File: src/hdl/lkvc_pkg.sv
// Shared types and constants for the LRU key/value cache core.
package lkvc_pkg;

   localparam int KEY_W               = 32;
   localparam int DATA_W              = 32;
   localparam int CAP_W               = 5;
   localparam int MAX_ENTRIES_DEFAULT = 16;

   localparam logic [CAP_W-1:0] CAPACITY_RESET = 5'd16;

   // Request operation codes
   localparam logic CMD_GET = 1'b0;
   localparam logic CMD_PUT = 1'b1;

   localparam logic signed [DATA_W-1:0] MISS_VALUE = -32'sd1;
   localparam logic signed [DATA_W-1:0] PUT_VALUE  = 32'sd0;

   // One entry of the recency chain
   typedef struct packed {
      logic                     valid;
      logic signed [KEY_W-1:0]  key;
      logic signed [DATA_W-1:0] value;
   } entry_type;

endpackage

File: src/hdl/lkvc_cell.sv
// One position of the recency chain: holds an entry, compares its key, takes its neighbor's entry.
module lkvc_cell (
   input  logic                                 clock,
   input  logic                                 reset,
   input  logic                                 move,
   input  lkvc_pkg::entry_type                  shift_in,
   input  logic signed [lkvc_pkg::KEY_W-1:0]    cmp_key,
   output lkvc_pkg::entry_type                  entry_out,
   output logic                                 match
);
   import lkvc_pkg::*;

   logic                     valid_ff;
   logic signed [KEY_W-1:0]  key_ff;
   logic signed [DATA_W-1:0] value_ff;

   always_ff @(posedge clock) begin
      if (reset) begin
         valid_ff <= 1'b0;
      end else if (move) begin
         valid_ff <= shift_in.valid;
      end
   end

   always_ff @(posedge clock) begin
      if (move) begin
         key_ff   <= shift_in.key;
         value_ff <= shift_in.value;
      end
   end

   assign match     = valid_ff && (key_ff == cmp_key);
   assign entry_out = '{valid: valid_ff, key: key_ff, value: value_ff};

endmodule

File: src/hdl/lru_key_value_cache_core.sv
// Top level of the LRU key/value cache: request handling, recency chain and response register.
//
//   channel | direction | handshake                        | payload
//   --------+-----------+----------------------------------+------------------------------
//   req     | in        | req_valid / req_ready            | req_cmd, req_key, req_data_in
//   rsp     | out       | rsp_valid / rsp_ready            | rsp_hit, rsp_data_out
//   csr     | in        | csr_write_enable (no wait)       | csr_write_data (capacity)
//
// For each request, every cell compares the incoming key against its own
// entry as the request is accepted, then in the update state the chain
// shifts and the response register loads. Chain position is recency rank:
// cell 0 holds the most recent entry, the last valid cell the least recent.
// A stalled response holds the update cycle until the response register
// frees up; req_ready stays low meanwhile. Reset is synchronous: all cells
// invalid, entry count zero, capacity back to its reset value.
module lru_key_value_cache_core #(
   parameter int MAX_ENTRIES = lkvc_pkg::MAX_ENTRIES_DEFAULT
) (
   input  logic                                 clock,
   input  logic                                 reset,
   // request channel
   input  logic                                 req_valid,
   output logic                                 req_ready,
   input  logic                                 req_cmd,
   input  logic signed [lkvc_pkg::KEY_W-1:0]    req_key,
   input  logic signed [lkvc_pkg::DATA_W-1:0]   req_data_in,
   // response channel
   output logic                                 rsp_valid,
   input  logic                                 rsp_ready,
   output logic                                 rsp_hit,
   output logic signed [lkvc_pkg::DATA_W-1:0]   rsp_data_out,
   // configuration
   input  logic                                 csr_write_enable,
   input  logic [lkvc_pkg::CAP_W-1:0]           csr_write_data
);
   import lkvc_pkg::*;

   localparam int POS_W = (MAX_ENTRIES > 1) ? $clog2(MAX_ENTRIES) : 1;
   localparam int CNT_W = $clog2(MAX_ENTRIES + 1);
   localparam int CMP_W = (CNT_W > CAP_W) ? CNT_W : CAP_W;

   typedef enum logic {
      ST_IDLE,
      ST_UPDATE
   } state_type;

   state_type                state_ff;
   logic                     rsp_valid_ff;
   logic                     rsp_hit_ff;
   logic signed [DATA_W-1:0] rsp_data_ff;

   logic                     cmd_ff;
   logic signed [KEY_W-1:0]  key_ff;
   logic signed [DATA_W-1:0] data_ff;
   logic [MAX_ENTRIES-1:0]   match_ff;
   logic                     evict_ff;
   logic [POS_W-1:0]         miss_pos_ff;

   logic [CAP_W-1:0]         capacity_ff;
   logic [CNT_W-1:0]         count_ff;

   entry_type                cell_entry [MAX_ENTRIES];
   logic [MAX_ENTRIES-1:0]   cell_match;
   logic [MAX_ENTRIES-1:0]   cell_move;
   entry_type                new_entry;

   logic                     accept;
   logic                     out_free;
   logic                     finish;
   logic                     upd;
   logic                     hit;
   logic [POS_W-1:0]         hit_pos;
   logic signed [DATA_W-1:0] hit_value;
   logic [POS_W-1:0]         move_limit;
   logic [CMP_W-1:0]         cap_ext;
   logic [CMP_W-1:0]         eff_cap;
   logic                     evict_in;
   logic [POS_W-1:0]         miss_pos_in;
   logic                     rsp_hit_in;
   logic signed [DATA_W-1:0] rsp_data_in;

   assign req_ready    = (state_ff == ST_IDLE);
   assign accept       = req_valid && req_ready;
   assign out_free     = !rsp_valid_ff || rsp_ready;
   assign finish       = (state_ff == ST_UPDATE) && out_free;
   assign rsp_valid    = rsp_valid_ff;
   assign rsp_hit      = rsp_hit_ff;
   assign rsp_data_out = rsp_data_ff;

   // Effective capacity: zero counts as one, saturate at the chain length
   always_comb begin
      cap_ext = CMP_W'(capacity_ff);
      if (cap_ext == '0) begin
         eff_cap = CMP_W'(1);
      end else if (cap_ext > CMP_W'(MAX_ENTRIES)) begin
         eff_cap = CMP_W'(MAX_ENTRIES);
      end else begin
         eff_cap = cap_ext;
      end
      evict_in = (CMP_W'(count_ff) >= eff_cap);
      // On a miss with eviction the last valid cell drops off the chain end;
      // otherwise the first free cell takes the shifted-out entry.
      if (evict_in) begin
         miss_pos_in = POS_W'(count_ff - CNT_W'(1));
      end else begin
         miss_pos_in = POS_W'(count_ff);
      end
   end

   // Locate the hit; keys are distinct among valid cells, so at most one matches
   always_comb begin
      hit_pos   = '0;
      hit_value = '0;
      for (int i = 0; i < MAX_ENTRIES; i++) begin
         if (match_ff[i]) begin
            hit_pos   = hit_pos | POS_W'(i);
            hit_value = hit_value | cell_entry[i].value;
         end
      end
      hit = |match_ff;
   end

   // A get miss leaves the chain untouched; everything else moves an entry to the front
   assign upd        = finish && (hit || (cmd_ff == CMD_PUT));
   assign move_limit = hit ? hit_pos : miss_pos_ff;

   always_comb begin
      new_entry.valid = 1'b1;
      new_entry.key   = key_ff;
      new_entry.value = (cmd_ff == CMD_PUT) ? data_ff : hit_value;
   end

   always_comb begin
      rsp_hit_in = hit;
      if (cmd_ff == CMD_PUT) begin
         rsp_data_in = PUT_VALUE;
      end else if (hit) begin
         rsp_data_in = hit_value;
      end else begin
         rsp_data_in = MISS_VALUE;
      end
   end

   // Recency chain: cells up to the move limit take their neighbor's entry
   for (genvar g = 0; g < MAX_ENTRIES; g++) begin : g_cell
      assign cell_move[g] = upd && (POS_W'(g) <= move_limit);

      if (g == 0) begin : g_head
         lkvc_cell u_cell (
            .clock     (clock),
            .reset     (reset),
            .move      (cell_move[g]),
            .shift_in  (new_entry),
            .cmp_key   (req_key),
            .entry_out (cell_entry[g]),
            .match     (cell_match[g])
         );
      end else begin : g_body
         lkvc_cell u_cell (
            .clock     (clock),
            .reset     (reset),
            .move      (cell_move[g]),
            .shift_in  (cell_entry[g-1]),
            .cmp_key   (req_key),
            .entry_out (cell_entry[g]),
            .match     (cell_match[g])
         );
      end
   end

   // Sequencer and response register
   always_ff @(posedge clock) begin
      if (reset) begin
         state_ff     <= ST_IDLE;
         rsp_valid_ff <= 1'b0;
      end else begin
         if (finish) begin
            rsp_valid_ff <= 1'b1;
            rsp_hit_ff   <= rsp_hit_in;
            rsp_data_ff  <= rsp_data_in;
         end else if (rsp_ready) begin
            rsp_valid_ff <= 1'b0;
         end
         case (state_ff)
            ST_IDLE: begin
               if (accept) begin
                  state_ff <= ST_UPDATE;
               end
            end
            ST_UPDATE: begin
               if (out_free) begin
                  state_ff <= ST_IDLE;
               end
            end
            default: begin
               state_ff <= ST_IDLE;
            end
         endcase
      end
   end

   // Capture the request along with the compare results of every cell
   always_ff @(posedge clock) begin
      if (accept) begin
         cmd_ff      <= req_cmd;
         key_ff      <= req_key;
         data_ff     <= req_data_in;
         match_ff    <= cell_match;
         evict_ff    <= evict_in;
         miss_pos_ff <= miss_pos_in;
      end
   end

   // Entry count grows only on an insert without eviction
   always_ff @(posedge clock) begin
      if (reset) begin
         count_ff <= '0;
      end else if (upd && !hit && !evict_ff) begin
         count_ff <= count_ff + CNT_W'(1);
      end
   end

   always_ff @(posedge clock) begin
      if (reset) begin
         capacity_ff <= CAPACITY_RESET;
      end else if (csr_write_enable) begin
         capacity_ff <= csr_write_data;
      end
   end

endmodule

File: config.mk
export PLATFORM = sky130hd
export DESIGN_NAME = lru_key_value_cache_core
export DESIGN_NICKNAME = d
export VERILOG_FILES = /design/src/hdl/lkvc_pkg.sv /design/src/hdl/lkvc_cell.sv /design/src/hdl/lru_key_value_cache_core.sv
export SDC_FILE = /design/constraint.sdc
export NUM_CORES = 1
export LEC_CHECK = 0
export BUFFER_PORTS_ARGS = -buffer_cell sky130_fd_sc_hd__clkbuf_2
export CAP_MARGIN = 25
export CORE_ASPECT_RATIO = 0.7
export CORE_MARGIN = 10
export CORE_UTILIZATION = 26
export DETAILED_ROUTE_END_ITERATION = 8
export GPL_ROUTABILITY_DRIVEN = 0
export SETUP_SLACK_MARGIN = 0.4
export SLEW_MARGIN = 20
export SYNTH_ARGS = -nofsm -noshare
export SYNTH_HDL_FRONTEND = slang
export SYNTH_HIERARCHICAL = 1
export SYNTH_SLANG_ARGS = --single-unit
File: constraint.sdc
create_clock -name clock -period 25.3 [get_ports clock]
set_input_delay 3.795 -clock clock [delete_from_list [all_inputs] [get_ports clock]]
set_output_delay 3.795 -clock clock [all_outputs]
set_load 0.005 [all_outputs]
; Word-level counts from Yosys, hierarchy flattened
; Cells that the tools add are included.
[totals]
input_bits = 75
out_inout_bits = 35
ff_bits = 1171
[op_classes]
reduce_logical = 46
n_lt_le_gt_ge = 18
n_addsub = 2
n_eq_ne = 16
mux = 42
bitwise = 17
[ops]
columns = cell, n
row1 = two-way mux 32 bit, 18
row2 = equality test 32 bit, 16
row3 = bitwise OR 32 bit, 15
row4 = two-way mux 4 bit, 10
row5 = logical AND 1 bit, 37
row6 = <= comparator 4 bit (first input constant), 8
row7 = <= comparator 3 x 4 -> 1 bit (first input constant), 4
row8 = OR reduction 16 bit, 1
row9 = two-way mux 3 bit, 4
row10 = two-way mux 5 bit, 2
row11 = <= comparator 1 x 4 -> 1 bit (first input constant), 2
row12 = <= comparator 2 x 4 -> 1 bit (first input constant), 2
row13 = adder 5 x 1 -> 5 bit (second input constant), 1
row14 = >= comparator 5 bit, 1
row15 = greater-than comparator 5 bit (second input constant), 1
row16 = zero test 5 bit, 1
row17 = two-way mux 1 bit, 5
row18 = two-way mux 2 bit, 2
row19 = subtractor 4 x 1 -> 4 bit (second input constant), 1
row20 = zero test 1 bit, 3
row21 = logical OR 1 bit, 2
row22 = inverter 1 bit, 2
row23 = one-hot mux 1 bit (2 select lines), 1
row24 = AND reduction 2 bit, 1
row25 = nonzero test 2 bit, 1

; Depth between registers and ports, before layout
[logic_depth]
word_depth = 32
mapped_depth = 10
ltp_nobuf = 9

; Cells and area by module
; Netlist, hierarchy kept.
[modules_own_cells]
columns = mod, instances, seq_area_each_um2, area_per_inst_um2, cells_per_inst
row1 = lkvc_cell, 16, 1941.9, 2318.5, 112
row2 = lru_key_value_cache_core, 1, 3813.7, 7983.9, 793

; Worst setup path before layout
; OpenSTA, ideal clock, no wires.
[synth_path]
path_type = input to register
from = input rsp_ready
to = register g_cell[5].g_body.u_cell.valid_ff
n_path_buf = 0
arrival_time_ns = 11.088
required_ns = 25.170
path_slack_ns = 14.081
path_stages = 8
cell_sequence = nand2b_1 > nand2_1 > a21o_1 > inv_1 > nand2_1 > o21ai_0 > mux2i_1 > nor2_1
[synth_via]
elab_chain_cells = 4
[synth_lines]
columns = element, line_no
row1 = start: declaration, lru_key_value_cache_core.sv:29  ; input logic rsp_ready,
row2 = logical OR 1 bit, lru_key_value_cache_core.sv:84  ; assign out_free = !rsp_valid_ff || rsp_ready;
row3 = logical AND 1 bit, lru_key_value_cache_core.sv:85  ; assign finish = (state_ff == ST_UPDATE) && out_free;
row4 = logical AND 1 bit, lru_key_value_cache_core.sv:124  ; assign upd = finish && (hit || (cmd_ff == CMD_PUT));
row5 = logical AND 1 bit, lru_key_value_cache_core.sv:146  ; assign cell_move[g] = upd && (POS_W'(g) <= move_limit);
row6 = named net cell_move[5], lru_key_value_cache_core.sv:64  ; logic [MAX_ENTRIES-1:0] cell_move;
row7 = end signal: assignment, lkvc_cell.sv:21  ; valid_ff <= shift_in.valid;
row8 = end: declaration, lkvc_cell.sv:13  ; logic valid_ff;
; The timed path passes the listed nets, and every way through them passes these cells.
; A chain may end at the register's enable or synchronous reset.

; Worst setup path after layout
[layout_path]
from = input rsp_ready
to = register g_cell[14].g_body.u_cell.value_ff[22], enable pin
[layout_via]
elab_chain_cells = 4
[layout_lines]
columns = element, line_no
row1 = logical OR 1 bit, lru_key_value_cache_core.sv:84
row2 = logical AND 1 bit, lru_key_value_cache_core.sv:85
row3 = logical AND 1 bit, lru_key_value_cache_core.sv:124
row4 = logical AND 1 bit, lru_key_value_cache_core.sv:146
row5 = named net cell_move[14], lru_key_value_cache_core.sv:64
row6 = end signal: assignment, lkvc_cell.sv:28  ; value_ff <= shift_in.value;
row7 = end: declaration, lkvc_cell.sv:15  ; logic signed [DATA_W-1:0] value_ff;
; The timed path passes the listed nets, and every way through them passes these cells.

==> flow_summary.json <==
{
  "drv_slew": 0,
  "track_usage_pct": 11.5,
  "drive_above_1_share_pct": 12.5,
  "fin_skew_ns": 0.0568,
  "min_path_cells": 0,
  "place_hpwl_mm": 69.7,
  "rows": 127,
  "leakage_nw": 17.1,
  "dp_cells": 4961,
  "rr_startpoint": "match_ff[14]$_DFFE_PP_",
  "wl_mm": 114,
  "setup_viol": 0,
  "grt_pass1_wl_mm": 167,
  "arrival_ns": 7.20,
  "antenna_found_initial": 8,
  "clk_pin_slew_ns": 0.06,
  "critPathLaunchType": "input pin",
  "min_from": "g_cell[6].g_body.u_cell/value_ff[18]$_DFFE_PP_",
  "grt_max_degree": 66,
  "tightest_slew_ns": 1.12,
  "status": "finished, final reports clean",
  "clock_path_buffers": 3,
  "core_um2": 172000,
  "crit_type": "in -> reg",
  "rrSetupSlack_ns": 20.55,
  "final_design_area_no_fill_um2": 52100,
  "synth_cells": 2584,
  "rr_worst_depth": 8,
  "dr.pass1.iters": 5,
  "drtIter0Drc": 2391,
  "placed_area_um2": 48600,
  "syn_area_um2": 45100,
  "root_buffer": "clkbuf_16",
  "drcViolationCount": 0,
  "slowest_delay_ns": 0.82,
  "peakVddDrop_v": 0.0000643,
  "viasPerCell": 4.63,
  "final_cell_mix": "1143 x edfxtp_1, 498 x xor2_1, 128 x a22oi_1",
  "io_pins": 110,
  "r2r-end": "g_cell[14].g_body.u_cell/value_ff[22]$_DFFE_PP_",
  "htreeDepth": 3,
  "hold_class": "reg -> reg",
  "fin_cells": 5165,
  "total_power_mw": 4.39,
  "nets": 2834,
  "dieArea_um2": 191000,
  "crit_chain": "clkbuf_2 > nand2b_1 > nand2_1 > a21o_1 > clkinv_2 > nand3_1 > nor2_4 > buf_4",
  "cts_hold_buffers": 0,
  "postCtsResizedCells": 0,
  "yosysWarnings": 6,
  "required_ns": 25.61,
  "max_freq_mhz": 145,
  "slew_headroom_pct": 24.8,
  "die_w_um": 518,
  "rsz0062_at_grt": "false",
  "cts_made_buffers": 109,
  "drv_cap": 0,
  "end_kind": "flip-flop",
  "antenna_left": 0,
  "setup_tns_ns": 0,
  "clock-sinks": 1171,
  "cpLargestDelayFamily": "simple AND/OR/NAND/NOR gates",
  "cp_slowest_cell": "buf_4",
  "synth_fp_nets": 2666,
  "overflow": 0,
  "initial_core_util_pct": 26.2,
  "syn_avg_cell_area_um2": 17.4,
  "whs_endpoint": "g_cell[7].g_body.u_cell/value_ff[18]$_DFFE_PP_",
  "wl_per_cell_um": 22.0,
  "finalCriticalPeriod_ns": 6.89,
  "layout_commonest_cell": "edfxtp_1",
  "cp_max_fo": 43,
  "finalCritPeriodShare_pct": 27.2,
  "finalHoldViolations": 0,
  "port_buffers": 109,
  "crit_buf_inv": 3,
  "grt_pass1_vias": 24116,
  "via_count": 23910,
  "power.density_nw_per_um2": 84.1,
  "fp.dieH_um": 368,
  "clk-insertion-delay-late_ns": 0.74,
  "area_growth_pct": 15.7,
  "cts_tree": "done",
  "cts_setup_buffers": 0
}
## sequential cells by signal, summed over array words and instances, names as in the netlist, 4 cells and up
register                       count
miss_pos_ff                        4
key_ff                            32
match_ff                          16
g_cell.g_body.u_cell/key_ff      480
count_ff                           5
cap_ext                            5
g_cell.g_head.u_cell/value_ff     32
g_cell.g_body.u_cell/value_ff    480
g_cell.g_body.u_cell/valid_ff     15
data_ff                           32
g_cell.g_head.u_cell/key_ff       32
rsp_data_out                      32
## metrics by stage
| stage | worst slack [ns] | utilization (%) | hold WS, ns |
|---|---|---|---|
| finish | 18.41 | 30.3 | 0.404 |
| global route | 18.25 | 30.3 | 0.416 |
| CTS | 18.42 | 30.3 | 0.404 |
| detailed placement | 17.69 | 28.3 | 0.405 |
| global placement | 17.76 | 28.3 | 0.400 |
| floorplan | 14.08 | - | 0.400 |
## how the worst max path moves through the flow
stage / startpoint / to / cells after the start
2_1_floorplan: rsp_ready / g_cell[5].g_body.u_cell/valid_ff$_SDFFE_PP0P_ / 8
3_3_place_gp: rsp_ready / g_cell[13].g_body.u_cell/valid_ff$_SDFFE_PP0P_ / 11
3_5_place_dp: rsp_ready / g_cell[14].g_body.u_cell/value_ff[13]$_DFFE_PP_ / 8
4_1_cts: rsp_ready / g_cell[14].g_body.u_cell/value_ff[2]$_DFFE_PP_ / 8
5_1_grt: rsp_ready / g_cell[14].g_body.u_cell/value_ff[22]$_DFFE_PP_ / 8
6_report: rsp_ready / g_cell[14].g_body.u_cell/value_ff[22]$_DFFE_PP_ / 8
## report_power, final
| part | leakage, nW | switching, mW | internal (mW) |
|---|---|---|---|
| logic | 4.35 | 0.225 | 0.0943 |
| registers | 11.0 | 0.0932 | 2.34 |
| clock network | 1.72 | 0.734 | 0.896 |
## layout make-up
| class | count | area [µm²] |
|---|---|---|
| diodes | 1 | 2.50 |
| clock inverters | 64 | 634 |
| fillers | 16780 | 120000 |
| well taps | 2322 | 2910 |
| multi-input cells | 1305 | 9840 |
| inverters | 11 | 47.5 |
| clock buffers | 137 | 2880 |
| repair buffers | 154 | 936 |
| flip-flops and latches | 1171 | 34900 |
## metal layers
metal / vias up / GRT usage (%) / routed length, µm
li1: 10431 / - / -
met1: 12195 / 16.8 / 52800
met2: 1101 / 16.4 / 47400
met3: 171 / 3.78 / 11300
met4: 12 / 2.70 / 2270
met5: - / 0 / 64
Note: power is estimated with default switching activity, not from simulation.
